File: config.mk
export PLATFORM = sky130hd
export DESIGN_NAME = compact_tlv_item_decoder_core_flat
export DESIGN_NICKNAME = d
export VERILOG_FILES = /design/src/sv/ctlv_pkg.sv /design/src/sv/ctlv_if.sv /design/src/sv/compact_tlv_item_decoder_core.sv /design/src/flat_wrapper.sv
export SDC_FILE = /design/constraint.sdc
export NUM_CORES = 1
export LEC_CHECK = 0
export ABC_AREA = 1
export ABC_CLOCK_PERIOD_IN_PS = 7590
export BUFFER_PORTS_ARGS = -buffer_cell sky130_fd_sc_hd__buf_4
export CORE_UTILIZATION = 63
export CTS_CLUSTER_SIZE = 25
export DETAILED_ROUTE_END_ITERATION = 6
export GPL_TIMING_DRIVEN = 0
export PLACE_DENSITY = 0.86
export SLEW_MARGIN = 20
export SYNTH_ARGS = -nofsm -noshare
export SYNTH_HDL_FRONTEND = slang
export SYNTH_SLANG_ARGS = --single-unit
File: constraint.sdc
create_clock -name i_clk -period 7.59 [get_ports i_clk]
set_clock_uncertainty 0.15 [all_clocks]
set_input_delay 0.3795 -clock i_clk [delete_from_list [all_inputs] [get_ports i_clk]]
set_output_delay 0.3795 -clock i_clk [all_outputs]
set_load 0.05 [all_outputs]
File: src/sv/ctlv_pkg.sv
// ctlv_pkg: types and constants shared by the compact tlv item decoder
// no dependencies; compile first
package ctlv_pkg;

    // decoder phase, what the next byte means
    typedef enum logic [1:0] {
        PH_HEADER = 2'd0,
        PH_INT    = 2'd1,
        PH_STR    = 2'd2
    } t_phase;

    // result kinds
    typedef enum logic [2:0] {
        KIND_STR_HDR  = 3'd0,
        KIND_STR_BYTE = 3'd1,
        KIND_POS      = 3'd2,
        KIND_NEG      = 3'd3,
        KIND_SMALL    = 3'd4
    } t_kind;

    // header type field, bits 7:6
    localparam logic [1:0] TYPE_STR   = 2'b00;
    localparam logic [1:0] TYPE_POS   = 2'b01;
    localparam logic [1:0] TYPE_NEG   = 2'b10;
    localparam logic [1:0] TYPE_SMALL = 2'b11;

    // integer size field, bits 5:4
    localparam logic [1:0] SIZE_1 = 2'b00;
    localparam logic [1:0] SIZE_2 = 2'b01;
    localparam logic [1:0] SIZE_3 = 2'b10;
    localparam logic [1:0] SIZE_5 = 2'b11;

    localparam int unsigned BYTE_W  = 8;
    localparam int unsigned VALUE_W = 32;
    localparam int unsigned LEFT_W  = 6;

endpackage

File: src/sv/ctlv_if.sv
// ctlv_in_if / ctlv_out_if: valid/ready channels of the tlv item decoder
// depends on ctlv_pkg
interface ctlv_in_if;
    logic                              valid;
    logic                              ready;
    logic [ctlv_pkg::BYTE_W-1:0]       byte_in;
    logic                              frame_start;

    modport source (output valid, output byte_in, output frame_start, input ready);
    modport sink   (input valid, input byte_in, input frame_start, output ready);
endinterface

interface ctlv_out_if;
    logic                              valid;
    logic                              ready;
    logic [2:0]                        kind;
    logic signed [ctlv_pkg::VALUE_W-1:0] value;
    logic                              last;

    modport source (output valid, output kind, output value, output last, input ready);
    modport sink   (input valid, input kind, input value, input last, output ready);
endinterface

File: src/sv/compact_tlv_item_decoder_core.sv
// compact_tlv_item_decoder_core: byte-serial decoder for compact tagged items
// depends on ctlv_pkg and the channel interfaces in ctlv_if.sv
//
// usage
//   i_in takes one encoded word (byte_in, frame_start) per handshake.
//   o_out gives at most one result word (kind, value, last) per input word:
//   a small value, a complete integer, a string header, or one string byte.
//   multi-byte integer header and middle bytes give no result; the integer comes out
//   with its final byte. frame_start drops any partial item and decodes the
//   word as a header.
// timing
//   one word per cycle sustained while o_out.ready is high. a word goes
//   through a two-register path on its way to the output: input
//   register, decode logic, result register. the decode is one byte-wide
//   header decode or one shift-and-or into the accumulator per word.
// reset
//   i_rst_n low at a clock edge empties both registers and returns the
//   decoder to expecting a header with a cleared accumulator.
// stall
//   when o_out.ready is low the result register holds; the input register
//   keeps advancing while its word makes no result, then holds, and
//   i_in.ready drops once both are full. nothing is lost or repeated.
module compact_tlv_item_decoder_core (
    input  logic          i_clk,
    input  logic          i_rst_n,
    ctlv_in_if.sink       i_in,
    ctlv_out_if.source    o_out
);

    // input register
    logic                              r_in_valid;
    logic [ctlv_pkg::BYTE_W-1:0]       r_in_byte;
    logic                              r_in_fs;

    // decoder state
    ctlv_pkg::t_phase                  r_phase,   n_phase;
    logic [ctlv_pkg::LEFT_W-1:0]       r_left,    n_left;
    logic                              r_neg,     n_neg;
    logic [ctlv_pkg::VALUE_W-1:0]      r_acc,     n_acc;

    // result register
    logic                              r_out_valid;
    ctlv_pkg::t_kind                   r_kind,    n_kind;
    logic [ctlv_pkg::VALUE_W-1:0]      r_value,   n_value;
    logic                              r_last,    n_last;

    logic                              emit;
    logic                              out_free;
    logic                              advance;
    ctlv_pkg::t_phase                  eff_phase;
    logic [1:0]                        hdr_type;
    logic [1:0]                        hdr_size;
    logic [ctlv_pkg::VALUE_W-1:0]      shifted;
    logic [ctlv_pkg::LEFT_W-1:0]       left_dec;

    // handshake: the decode stage moves when its result has somewhere to go
    assign out_free   = !r_out_valid || o_out.ready;
    assign advance    = r_in_valid && (!emit || out_free);
    assign i_in.ready = !r_in_valid || advance;

    assign hdr_type = r_in_byte[7:6];
    assign hdr_size = r_in_byte[5:4];
    assign shifted  = {r_acc[ctlv_pkg::VALUE_W-ctlv_pkg::BYTE_W-1:0], r_in_byte};
    assign left_dec = r_left - ctlv_pkg::LEFT_W'(1);

    // frame start forces a header decode
    assign eff_phase = r_in_fs ? ctlv_pkg::PH_HEADER : r_phase;

    always_comb begin
        n_phase = eff_phase;
        n_left  = r_left;
        n_neg   = r_neg;
        n_acc   = r_acc;
        emit    = 1'b0;
        n_kind  = ctlv_pkg::KIND_SMALL;
        n_value = '0;
        n_last  = 1'b1;
        case (eff_phase)
            ctlv_pkg::PH_INT: begin
                // collect one more big-endian byte
                n_acc  = shifted;
                n_left = left_dec;
                if (left_dec == '0) begin
                    n_phase = ctlv_pkg::PH_HEADER;
                    emit    = 1'b1;
                    n_kind  = r_neg ? ctlv_pkg::KIND_NEG : ctlv_pkg::KIND_POS;
                    n_value = r_neg ? ~shifted : shifted;
                end
            end
            ctlv_pkg::PH_STR: begin
                // pass payload byte, final one when one or none is owed
                emit    = 1'b1;
                n_kind  = ctlv_pkg::KIND_STR_BYTE;
                n_value = {{(ctlv_pkg::VALUE_W-ctlv_pkg::BYTE_W){1'b0}}, r_in_byte};
                n_last  = (r_left <= ctlv_pkg::LEFT_W'(1));
                if (n_last) begin
                    n_left  = '0;
                    n_phase = ctlv_pkg::PH_HEADER;
                end else begin
                    n_left = left_dec;
                end
            end
            default: begin
                // header byte; the unused phase code lands here too
                case (hdr_type)
                    ctlv_pkg::TYPE_SMALL: begin
                        n_phase = ctlv_pkg::PH_HEADER;
                        emit    = 1'b1;
                        n_kind  = ctlv_pkg::KIND_SMALL;
                        n_value = {{(ctlv_pkg::VALUE_W-6){1'b0}}, r_in_byte[5:0]};
                    end
                    ctlv_pkg::TYPE_STR: begin
                        n_left  = r_in_byte[5:0];
                        n_phase = (r_in_byte[5:0] != '0) ? ctlv_pkg::PH_STR
                                                         : ctlv_pkg::PH_HEADER;
                        emit    = 1'b1;
                        n_kind  = ctlv_pkg::KIND_STR_HDR;
                        n_value = {{(ctlv_pkg::VALUE_W-6){1'b0}}, r_in_byte[5:0]};
                        n_last  = (r_in_byte[5:0] == '0);
                    end
                    default: begin
                        // integer: header nibble seeds the accumulator
                        n_neg = (hdr_type == ctlv_pkg::TYPE_NEG);
                        n_acc = {{(ctlv_pkg::VALUE_W-4){1'b0}}, r_in_byte[3:0]};
                        case (hdr_size)
                            ctlv_pkg::SIZE_1: begin
                                n_phase = ctlv_pkg::PH_HEADER;
                                n_left  = '0;
                                emit    = 1'b1;
                                n_kind  = n_neg ? ctlv_pkg::KIND_NEG : ctlv_pkg::KIND_POS;
                                n_value = n_neg ? ~n_acc : n_acc;
                            end
                            ctlv_pkg::SIZE_2: begin
                                n_phase = ctlv_pkg::PH_INT;
                                n_left  = ctlv_pkg::LEFT_W'(1);
                            end
                            ctlv_pkg::SIZE_3: begin
                                n_phase = ctlv_pkg::PH_INT;
                                n_left  = ctlv_pkg::LEFT_W'(2);
                            end
                            default: begin
                                n_phase = ctlv_pkg::PH_INT;
                                n_left  = ctlv_pkg::LEFT_W'(4);
                            end
                        endcase
                    end
                endcase
            end
        endcase
    end

    // control registers
    always_ff @(posedge i_clk) begin
        if (!i_rst_n) begin
            r_in_valid  <= 1'b0;
            r_out_valid <= 1'b0;
            r_phase     <= ctlv_pkg::PH_HEADER;
            r_left      <= '0;
            r_neg       <= 1'b0;
            r_acc       <= '0;
        end else begin
            if (i_in.ready) begin
                r_in_valid <= i_in.valid;
            end
            if (advance) begin
                r_phase <= n_phase;
                r_left  <= n_left;
                r_neg   <= n_neg;
                r_acc   <= n_acc;
            end
            if (advance && emit) begin
                r_out_valid <= 1'b1;
            end else if (o_out.ready) begin
                r_out_valid <= 1'b0;
            end
        end
    end

    // payload registers
    always_ff @(posedge i_clk) begin
        if (i_in.ready && i_in.valid) begin
            r_in_byte <= i_in.byte_in;
            r_in_fs   <= i_in.frame_start;
        end
        if (advance && emit) begin
            r_kind  <= n_kind;
            r_value <= n_value;
            r_last  <= n_last;
        end
    end

    assign o_out.valid = r_out_valid;
    assign o_out.kind  = r_kind;
    assign o_out.value = r_value;
    assign o_out.last  = r_last;

endmodule
File: src/flat_wrapper.sv
// flat-port wrapper written by rule: the top's interface ports become plain ports
module compact_tlv_item_decoder_core_flat 
  (i_clk, i_rst_n, i_in_valid, i_in_byte_in, i_in_frame_start, i_in_ready, o_out_valid, o_out_kind, o_out_value, o_out_last, o_out_ready);
  ctlv_in_if i_in_i ();
  ctlv_out_if o_out_i ();
  input  logic i_clk;
  input  logic i_rst_n;
  input wire logic [$bits(i_in_i.valid)-1:0] i_in_valid;
  input wire logic [$bits(i_in_i.byte_in)-1:0] i_in_byte_in;
  input wire logic [$bits(i_in_i.frame_start)-1:0] i_in_frame_start;
  output wire logic [$bits(i_in_i.ready)-1:0] i_in_ready;
  output wire logic [$bits(o_out_i.valid)-1:0] o_out_valid;
  output wire logic [$bits(o_out_i.kind)-1:0] o_out_kind;
  output wire logic [$bits(o_out_i.value)-1:0] o_out_value;
  output wire logic [$bits(o_out_i.last)-1:0] o_out_last;
  input wire logic [$bits(o_out_i.ready)-1:0] o_out_ready;
  assign i_in_i.valid = i_in_valid;
  assign i_in_i.byte_in = i_in_byte_in;
  assign i_in_i.frame_start = i_in_frame_start;
  assign i_in_ready = i_in_i.ready;
  assign o_out_valid = o_out_i.valid;
  assign o_out_kind = o_out_i.kind;
  assign o_out_value = o_out_i.value;
  assign o_out_last = o_out_i.last;
  assign o_out_i.ready = o_out_ready;
  compact_tlv_item_decoder_core u_core (.i_clk(i_clk), .i_rst_n(i_rst_n), .i_in(i_in_i), .o_out(o_out_i));
endmodule
* Word-level counts from Yosys, hierarchy flattened
Cells that the tools add are included.
** Storage, ports and cells
- Register bits :: 80
- Latch bits :: 0
- Memory bits (writable) :: 0
- ROM bits :: 0
- Input port bits :: 13
- Output and inout bits :: 38
- Logic and storage cells :: 79
- Memories kept :: 0
** Cells by class
- Add/subtract/negate cells :: 1
- Multipliers :: 0
- Div/mod/pow operators :: 0
- Order comparisons :: 1
- Eq/ne operators :: 8
- Shifts and indexed selects :: 0
- Multiplexer cells :: 33
- Bitwise operators :: 5
- Reduce and logical (&&, ||, !) cells :: 20
** Operator list (number)
- $mux 32 :: 5
- $pmux 32 s2 :: 1
- $pmux 24 s2 :: 1
- $not 32->32 :: 1
- $not 4->32 :: 1
- $mux 24 :: 1
- $pmux 6 s2 :: 2
- $logic_not 6->1 :: 2
- $pmux 3 s2 :: 2
- $mux 1 :: 9
- $pmux 3 s3 :: 1
- $eq 2x2->1 const B :: 4
- $mux 2 :: 4
- $pmux 2 s2 :: 2
- $le 6x1->1 const B :: 1
- $mux 3 :: 2
- $mux 6 :: 1
- $reduce_and 3->1 :: 2
- $reduce_bool 6->1 :: 1
- $sub 6x1->6 const B :: 1
- $eq 2x1->1 const B :: 2
- $logic_not 2->1 :: 2
- $pmux 1 s2 :: 2
- $reduce_or 2->1 :: 2
- other kinds (8) :: 16

* Logic depth before layout (Yosys ltp)
Gate-level depths: netlist of the first run.
- Word-level depth :: 9
- Mapped depth :: 14
- Mapped depth without buffers :: 13

* Worst setup path after synthesis of the first run
No wires, ideal clock.
- Path type :: register -> register
- Start :: reg u_core.r_left[0] in the netlist's numbering
- End :: reg u_core.r_kind[0] (netlist: u_core.o_out.kind[0]) (enable)
- Setup time :: 391 ps
- Arrival :: 2116 ps
- Required time :: 7049 ps
- Path slack :: 4933 ps
- Stages on the path, launching flop included :: 10
- Path buffers :: 0
- Period minus slack after synthesis :: 2657 ps
- Cell sequence :: dfxtp_1 -> inv_1 -> ha_1 -> xnor2_1 -> nand2_1 -> nor2_1 -> nand3_2 -> nand2_2 -> nand4_1 -> inv_1
** Between the ends
- Cells in the longest elaborated chain, start to end :: 8
** RTL lines
- start: declaration :: RTL line compact_tlv_item_decoder_core.sv:37 : logic [ctlv_pkg::LEFT_W-1:0] r_left, n_left;
- start signal: assignment :: RTL line compact_tlv_item_decoder_core.sv:167 : r_left <= n_left;
- $sub 6x1->6 (*) :: RTL line compact_tlv_item_decoder_core.sv:64 : assign left_dec = r_left - ctlv_pkg::LEFT_W'(1);
- $logic_not 6->1 (*) :: RTL line compact_tlv_item_decoder_core.sv:83 : if (left_dec == '0) begin
- $mux 1 (*) :: RTL line compact_tlv_item_decoder_core.sv:83
- $pmux 1 s2 (*) :: RTL line compact_tlv_item_decoder_core.sv:78 : case (eff_phase)
- $logic_not 1->1 :: RTL line compact_tlv_item_decoder_core.sv:58 : assign advance = r_in_valid && (!emit || out_free);
- $logic_or 1x1->1 :: RTL line compact_tlv_item_decoder_core.sv:58
- $logic_and 1x1->1 :: RTL line compact_tlv_item_decoder_core.sv:58
- $logic_and 1x1->1 (*) :: RTL line compact_tlv_item_decoder_core.sv:185 : if (advance && emit) begin
- end signal: assignment :: RTL line compact_tlv_item_decoder_core.sv:186 : r_kind <= n_kind;
- end: declaration :: RTL line compact_tlv_item_decoder_core.sv:43 : ctlv_pkg::t_kind r_kind, n_kind;
Mark *: on every way between the ends. The rest lies on a longest branch, timed or not.
A chain may end at the register's enable or synchronous reset.

* Worst setup path in the final report of the first run
- Start :: reg u_core.r_left[0] in the netlist's numbering
- End :: reg u_core.r_value (netlist bit u_core.o_out.value[26]) (enable)
** Between the ends
- Cells in the longest elaborated chain, start to end :: 8
** RTL lines
- $sub 6x1->6 (*) :: RTL line compact_tlv_item_decoder_core.sv:64
- $logic_not 6->1 (*) :: RTL line compact_tlv_item_decoder_core.sv:83
- $mux 1 (*) :: RTL line compact_tlv_item_decoder_core.sv:83
- $pmux 1 s2 (*) :: RTL line compact_tlv_item_decoder_core.sv:78
- $logic_not 1->1 :: RTL line compact_tlv_item_decoder_core.sv:58
- $logic_or 1x1->1 :: RTL line compact_tlv_item_decoder_core.sv:58
- $logic_and 1x1->1 :: RTL line compact_tlv_item_decoder_core.sv:58
- $logic_and 1x1->1 (*) :: RTL line compact_tlv_item_decoder_core.sv:185
- end signal: assignment :: RTL line compact_tlv_item_decoder_core.sv:187 : r_value <= n_value;
- end: declaration :: RTL line compact_tlv_item_decoder_core.sv:44 : logic [ctlv_pkg::VALUE_W-1:0] r_value, n_value;
Marks and branches as above.

==> results of run 1 <==
==> cell type report <==
cell class / count / area share
repair buffers: 49 / 0.07621
clock inverters: 7 / 0.01814
inverters: 82 / 0.06376
clock buffers: 9 / 0.02566
plain buffers: 24 / 0.02514
multi-input cells: 324 / 0.3460
well taps: 77 / 0.01996
flip-flops and latches: 80 / 0.4251
==> Yosys cell counts (all sizes together) <==
master,n,share of area
nand2,116,0.11
o31ai,1,0.0018
o31a,1,0.0021
nor3,1,0.0012
a31oi,3,0.0045
a21oi,14,0.017
xor2,4,0.0084
dfxtp,35,0.17
nor2,66,0.067
nand3,19,0.031
buf,10,0.017
o221ai,1,0.0021
edfxtp,45,0.33
inv,81,0.073
xnor2,25,0.053
clkbuf,14,0.013
clkinv,1,0.00090
o21ai,45,0.054
a211oi,1,0.0018
ha,8,0.024
nand4,19,0.029
==> report_power, final <==
group / switching (mW) / internal (mW) / leakage [nW]
clock: 0.176 / 0.158 / 0.0996
sequential: 0.0197 / 0.483 / 0.750
combinational: 0.116 / 0.0597 / 1.38
total: 0.312 / 0.701 / 2.23
==> path summary, 6_finish.rpt <==
path | slack, ps | from | cells past startpoint | end
max | 4770 | u_core.r_left[0] | 9 | u_core.o_out.value[26]
min reg2reg | 390 | u_core.r_acc[21] | 4 | u_core.r_acc[21]
max reg2reg | 4770 | u_core.r_left[0] | 9 | u_core.o_out.value[26]
min | 30 | i_in_byte_in[2] | 1 | u_core.r_in_byte[2]
==> flip-flops by register name (all words and copies together) (netlist names), 2 cells and up <==
register and count:
u_core.o_out.kind 3, u_core.r_phase 2, u_core.r_left 6, u_core.o_out.value 32
u_core.r_acc 24, u_core.r_in_byte 8
==> per-layer routing <==
layer / up-vias / global-route usage
met5: - / 0
met1: 1619 / 0.3714
li1: 1738 / -
met4: 0 / 0.1223
met3: 14 / 0.06759
met2: 167 / 0.4367
==> cells by family after synthesis <==
kind of cell / Yosys count
simple gates: 221
buf+inv: 106
flops: 80
compound gates: 66
xor+xnor: 29
fa+ha+maj: 8
==> metrics by stage <==
stage	area [um^2]	util	power [mW]
4_1_cts	4827	0.7602	1.008
3_5_place_dp	4616	0.7269	0.6842
3_3_place_gp	4616	0.7269	0.6787
2_1_floorplan	4151	-	0.6386
5_1_grt	4827	0.7602	1.050
6_report	4827	0.7602	1.013
==> implementation parameters, run 1 <==
Parameter                              Value

Outcome
  Run status ... finished, final reports clean

Clock tree
  CTS tree ... built
  Clock network latency to the later pin of the worst-skew pair ... 370 ps
  Hold_buf cts ... 0
  Cts bufs inserted ... 9
  Post-CTS sizing ... 0
  Clk sink count ... 80
  Setup Fix Bufs, Post-CTS ... 0
  Clock-pin slew reported for the worst setup and hold paths after clock tree synthesis ... 90 ps
  Library cell used as clock root buffer ... clkbuf_8
  Largest buffer count on any clock path ... 2
  Level count of the clock H-tree ... 3

Routing
  Routed length on met2 ... 4343 um
  Number of nets with antenna violations after routing ... 0
  Via-to-Cell Ratio ... 5.426
  Post-route met1 wirelength ... 4024 um
  Count of routing violations after the opening detailed-route iteration ... 252
  Detailed-route wire length per cell ... 14.45 um
  Pre-antenna DRT Iters ... 5
  Max layer used ... met4
  Number of vias after detailed routing ... 3538
  Detailed route wirelength on metal3 ... 860 um
  DRC violation count after routing ... 0
  Final Routed Wirelength ... 9422 um

Floorplan
  DIE WIDTH ... 83.18 um
  Full die area ... 0.006918 mm^2
  Area inside the core boundary ... 0.006350 mm^2
  Number of core rows ... 29
  Number of primary I/O pins ... 51
  Starting density of the core ... 0.6538
  Die boundary height ... 83.18 um

Global routing
  Global-route usage over all layers ... 0.2794
  Global route overflow ... 0
  Number of global-route vias before repair ... 3215
  Initial antenna violation count ... 0
  Largest net degree at the start of global routing ... 37
  First-pass GRT wire length ... 15070 um

Synth
  Compound-gate portion of the synthesized area ... 0.08348
  Multiplexer share of the synthesized area ... 0
  Avg Synthesized Cell Area ... 8.140 um^2
  Area share of xor/xnor cells in the synthesized design ... 0.06118
  Adder-Cell Fraction of Synth Area ... 0.02411
  Yosys reg bits ... 80
  Share of synthesized cell area in and, or, nand and nor gates ... 0.2336
  Post-synthesis cell type count ... 29
  Synth Warn # ... 0
  Proportion of synthesized chip area in sequential cells ... 0.4943
  Post-synthesis cell count ... 510
  Synthesized netlist net count ... 531
  Post-Syn Area ... 0.004151 mm^2
  Main combinational cell family by area after synthesis ... simple AND/OR/NAND/NOR gates

Place
  Placed cell count ... 636
  Pre-CTS setup slack ... 4790 ps
  Final Wtd Congestion ... 0.9338
  DP Wirelength ... 6780 um
  Port-buffer cells ... 49

STA
  Period Utilization, post-route ... 0.3721
  Remaining max-slew budget at the tightest pin ... 0.5051
  Final worst slack ... 4766 ps
  Top achievable clock speed ... 0.3541 GHz
  Number of max-slew violations in the final report ... 0
  Worst hold slack after final layout ... 26.82 ps
  Final setup violation count ... 0
  Setup repair after global routing missed its margin ... false
  Final Hold Vio Count ... 0
  Post-route minimum period ... 2824 ps
  Setup TNS ... 0 ps
  Worst-margin pin slew ... 734.6 ps

Final layout
  Seq. cell area ... 0.002052 mm^2
  Area of the multi-input gates ... 0.001670 mm^2
  Layout cells sized above 1 ... 0.1635
  Net count of the finished layout ... 591
  P&R area growth vs syn ... 16.27%
  Fill cell count ... 471
  Most common cell after layout, fill and taps aside ... nand2_1
  Antenna Diode Count ... 0
  Most used cells in the layout excluding fill and tap cells ... nand2_1, inv_1, nor2_1
  Number of cells in the finished layout apart from fillers ... 652

Power and ir drop
  Static leakage ... 2.235 nW
  Power per cell area ... 209.8 mW/mm^2
  Worst VDD drop ... 0.1571 mV

Flow run
  Max cap viols ... 0

Worst setup path
  Largest stage delay, worst path ... 580 ps
  Critical path endpoint category ... flip-flop
  Start-to-end type of the worst setup path ... reg -> reg
  Startpoint type of the worst setup path ... flip-flop
  Number of buffers and inverters on the critical path ... 2
  Slowest CP cell ... inv_2
  Worst endpoint data arrival time ... 2680 ps
  Data required time of the critical path ... 7440 ps
  Maximum net fanout on the critical path ... 36
  Largest delay contributor family on the critical path ... buffers and inverters
  Chain of cells forming the critical path ... inv_1 -> ha_1 -> xnor2_1 -> nand2_1 -> nor2_1 -> nand3_2 -> nand2_2 -> nand4_1 -> inv_2

Min path
  Path category of the worst min-delay check ... in -> reg
Power figures use the tool's default switching activity.
==> run 2: changes to the inputs <==
- ABC_AREA: 1 -> 0
- ABC_CLOCK_PERIOD_IN_PS: 7590 -> 2730
- CORE_UTILIZATION: 63 -> 57
- PLACE_DENSITY: 0.86 -> 0.79
- clock period: 7.59 -> 2.73 ns (I/O delays scaled with it)
==> run 2 against run 1 <==
The flow now finishes with violations (DRC, setup timing). Synthesized cell count decreased by 28%. Sequential share of layout area decreased by 1.2 points. Utilization increased by 1.4 points. Global-route usage decreased by 0.13 points. Highest routed layer unchanged.
==> implementation parameters, run 2 <==
Parameter                              Value

Power and ir drop
  Static leakage ... 1.824 nW (-18%)
  Worst VDD drop ... 0.4087 mV (+160%)
  Power per cell area ... 516.6 mW/mm^2 (+150%)

Place
  Placed cell count ... 493 (-22%)
  Final Wtd Congestion ... 0.9268 (-0.75%)
  Placed inst area ... 0.004359 mm^2 (-5.6%)
  DP Wirelength ... 6260 um (-7.7%)
  Port-buffer cells ... 50 (+2.0%)

Synth
  Synth Warn # ... 0 (unchanged)
  Yosys reg bits ... 80 (unchanged)
  Area share of xor/xnor cells in the synthesized design ... 0.06156 (+0.0003821)
  Post-Syn Area ... 0.003841 mm^2 (-7.5%)
  Avg Synthesized Cell Area ... 10.50 um^2 (+29%)
  Synthesized netlist net count ... 387 (-27%)
  Multiplexer share of the synthesized area ... 0.01824 (+0.01824)
  Number of synthesized flops with an enable pin ... 45 (unchanged)
  Share of synthesized cell area in and, or, nand and nor gates ... 0.1013 (-0.1323)
  Post-synth top area cell ... edfxtp_1
  Main combinational cell family by area after synthesis ... compound AO/OA/AOI/OAI gates
  Proportion of synthesized chip area in sequential cells ... 0.5342 (+0.03993)
  Share of the synthesized area in the top cell type ... 0.3518 (+0.02629)
  Post-synthesis cell count ... 366 (-28%)
  Compound-gate portion of the synthesized area ... 0.2147 (+0.1312)
  Async set-reset flop share out of synthesis ... 0 (unchanged)
  Post-synthesis cell type count ... 50 (+72%)
  Most used standard cell by instance count after synthesis ... edfxtp_1
  Adder-Cell Fraction of Synth Area ... 0.02606 (+0.001948)
  Commonest cells in the netlist ... edfxtp_1, a21oi_1, dfxtp_1, nand3_1, o21ai_0
  Leading post-synthesis cells by cell area ... edfxtp_1, dfxtp_1, xnor2_1
  Post-synth top flop ... edfxtp_1

Routing
  DRC violation count after routing ... 10 (+10)
  Count of routing violations after the opening detailed-route iteration ... 317 (+26%)
  Detailed-route wire length per cell ... 18.19 um (+26%)
  Pre-antenna DRT Iters ... 7 (+2)
  Number of nets with antenna violations after routing ... 0 (unchanged)
  Number of vias after detailed routing ... 3305 (-6.6%)
  Via-to-Cell Ratio ... 6.109 (+13%)
  Final Routed Wirelength ... 9843 um (+4.5%)

Worst setup path
  Largest stage delay, worst path ... 440 ps (-140 ps)
  Largest delay contributor family on the critical path ... simple AND/OR/NAND/NOR gates
  Startpoint type of the worst setup path ... flip-flop
  Chain of cells forming the critical path ... nor2b_1 -> ha_4 -> buf_8 -> o211ai_1 -> a21boi_2 -> buf_6 -> buf_8 -> nand2_4 -> nor2_4 -> clkbuf_16
  Start-to-end type of the worst setup path ... reg -> reg
  Maximum net fanout on the critical path ... 8 (-78%)
  Slowest CP cell ... edfxtp_1
  Most used cell, CP ... buf_8
  Critical path endpoint category ... flip-flop
  Number of buffers and inverters on the critical path ... 4 (+2)
  Worst endpoint data arrival time ... 2680 ps (about the same)
  Data required time of the critical path ... 2670 ps (-4770 ps)

STA
  Top achievable clock speed ... 0.3656 GHz (+3.3%)
  Final worst slack ... -4.864 ps (-4770 ps)
  Post-route minimum period ... 2735 ps (-89.51 ps)
  Period Utilization, post-route ... 1.002 (+0.6297)
  Final setup violation count ... 11 (+11)
  Number of max-slew violations in the final report ... 0 (unchanged)
  Setup repair after global routing missed its margin ... true
  Final Hold Vio Count ... 0 (unchanged)
  Worst-margin pin slew ... 680.7 ps (-53.89 ps)
  Remaining max-slew budget at the tightest pin ... 0.5462 (+0.04110)
  Worst hold slack after final layout ... 52.18 ps (+25.37 ps)
  Setup TNS ... -39.25 ps (-39.25 ps)

Final layout
  Number of cells in the finished layout apart from fillers ... 541 (-17%)
  Antenna Diode Count ... 0 (unchanged)
  Number of flip-flops in the largest register ... 32 (unchanged)
  Layout cells sized above 1 ... 0.2672 (+0.1038)
  Post-Route Utilization ... 0.7744 (+0.01420)
  P&R area growth vs syn ... 29.48%
  Net count of the finished layout ... 480 (-19%)
  Most common cell after layout, fill and taps aside ... buf_4
  Most used cells in the layout excluding fill and tap cells ... buf_4, edfxtp_1, a21oi_1
  Final Cell Area ... 0.004974 mm^2 (+3.0%)

Clock tree
  Largest buffer count on any clock path ... 2 (unchanged)
  Clock-pin slew reported for the worst setup and hold paths after clock tree synthesis ... 90 ps (about the same)
  Library cell used as clock root buffer ... clkbuf_8
  Clk sink count ... 80 (unchanged)
  Cts bufs inserted ... 9 (unchanged)
  CTS tree ... built
  Level count of the clock H-tree ... 3 (unchanged)
  Clock network latency to the later pin of the worst-skew pair ... 350 ps (-20 ps)

Global routing
  First-pass GRT wire length ... 14970 um (-0.68%)
  Global route overflow ... 0 (unchanged)
  Initial antenna violation count ... 0 (unchanged)
  Global-route usage over all layers ... 0.2781 (-0.001310)
  Largest net degree at the start of global routing ... 19 (-49%)
  Number of global-route vias before repair ... 3009 (-6.4%)

Min path
  Path category of the worst min-delay check ... in -> reg

Outcome
  Run status ... complete, but fails checks
  Violations in the final reports ... DRC, setup timing

Flow run
  Max cap viols ... 0 (unchanged)

Floorplan
  Starting density of the core ... 0.5981 (-0.05570)
  Full die area ... 0.007071 mm^2 (+2.2%)
  Die boundary height ... 84.09 um (+1.1%)
  Number of core rows ... 29 (unchanged)
  Area inside the core boundary ... 0.006422 mm^2 (+1.1%)
  Number of primary I/O pins ... 51 (unchanged)
  DIE WIDTH ... 84.09 um (+1.1%)
==> run 2: cells by family (layout without fill, tap and decap cells) <==
logic type,count (synthesis),in the layout
buffers and inverters,43,140
DFF,80,80
AOI/OAI and AO/OA,127,127
adders and majority gates,8,8
xor gates and xnor gates,27,27
muxes,7,7
and+or+nand+nor,74,75
==> run 2: cell type report <==
type                       instances  area [um^2]
buffer                            31        167.7
clock buffer                      11        131.4
clock inverter                     5        57.56
fill                             426         1449
inverter                          12        45.04
multi-input combinational        244         1722
sequential                        80         2054
tap                               77        96.34
timing repair buffer              81        699.4
==> run 2: repair_timing <==
| item | in CTS | in global routing |
|---|---|---|
| gates resized for setup | 11 | 34 |
| setup buffers | 7 | 11 |
| hold endpoints to repair | 16 | 0 |
| gates cloned | 1 | 2 |
| hold buffers | 11 | 0 |
| pin swaps | 5 | 3 |
| setup endpoints to repair | 87 | 105 |
==> run 2: path summary, 6_finish.rpt <==
path	cells after the start	startpoint	to	slack [ps]
worst min register to register	2	u_core.r_acc[21]	u_core.r_acc[21]	330
worst max register to register	10	u_core.r_in_fs	u_core.o_out.value[18]	-5
worst min-delay path	3	o_out_ready	u_core.o_out.valid	50
worst max-delay path	10	u_core.r_in_fs	u_core.o_out.value[18]	-5
==> run 2: stage by stage <==
stage	setup slack (ps)	power, mW
CTS	-28.93	2.533
floorplan	-66.71	1.583
global route	-91.69	2.664
detailed placement	-726.0	1.671
finish	-4.864	2.569
global placement	-622.9	1.665
==> run 2: where the power goes <==
part	internal [mW]	switching, mW
Combinational	0.152	0.232
Sequential	1.31	0.0283
Clock	0.424	0.423
==> run 2: worst register-to-register path, delay by kind of cell (launching register included) <==
family | cells | cell delay (ps)
and+or+nand+nor | 3 | 620
buffers and inverters | 4 | 570
AOI/OAI and AO/OA | 2 | 520
DFF | 1 | 440
adders and majority gates | 1 | 190
==> run 2: layer usage <==
layer / wire length [um] / part of all wire / up-vias / GRT usage
li1: - / - / 1575 / -
met2: 4470 / 0.45 / 177 / 0.4165
met5: 0 / 0 / - / 0
met1: 4234 / 0.43 / 1526 / 0.3845
met4: 303 / 0.031 / 0 / 0.1176
met3: 835 / 0.085 / 27 / 0.07023
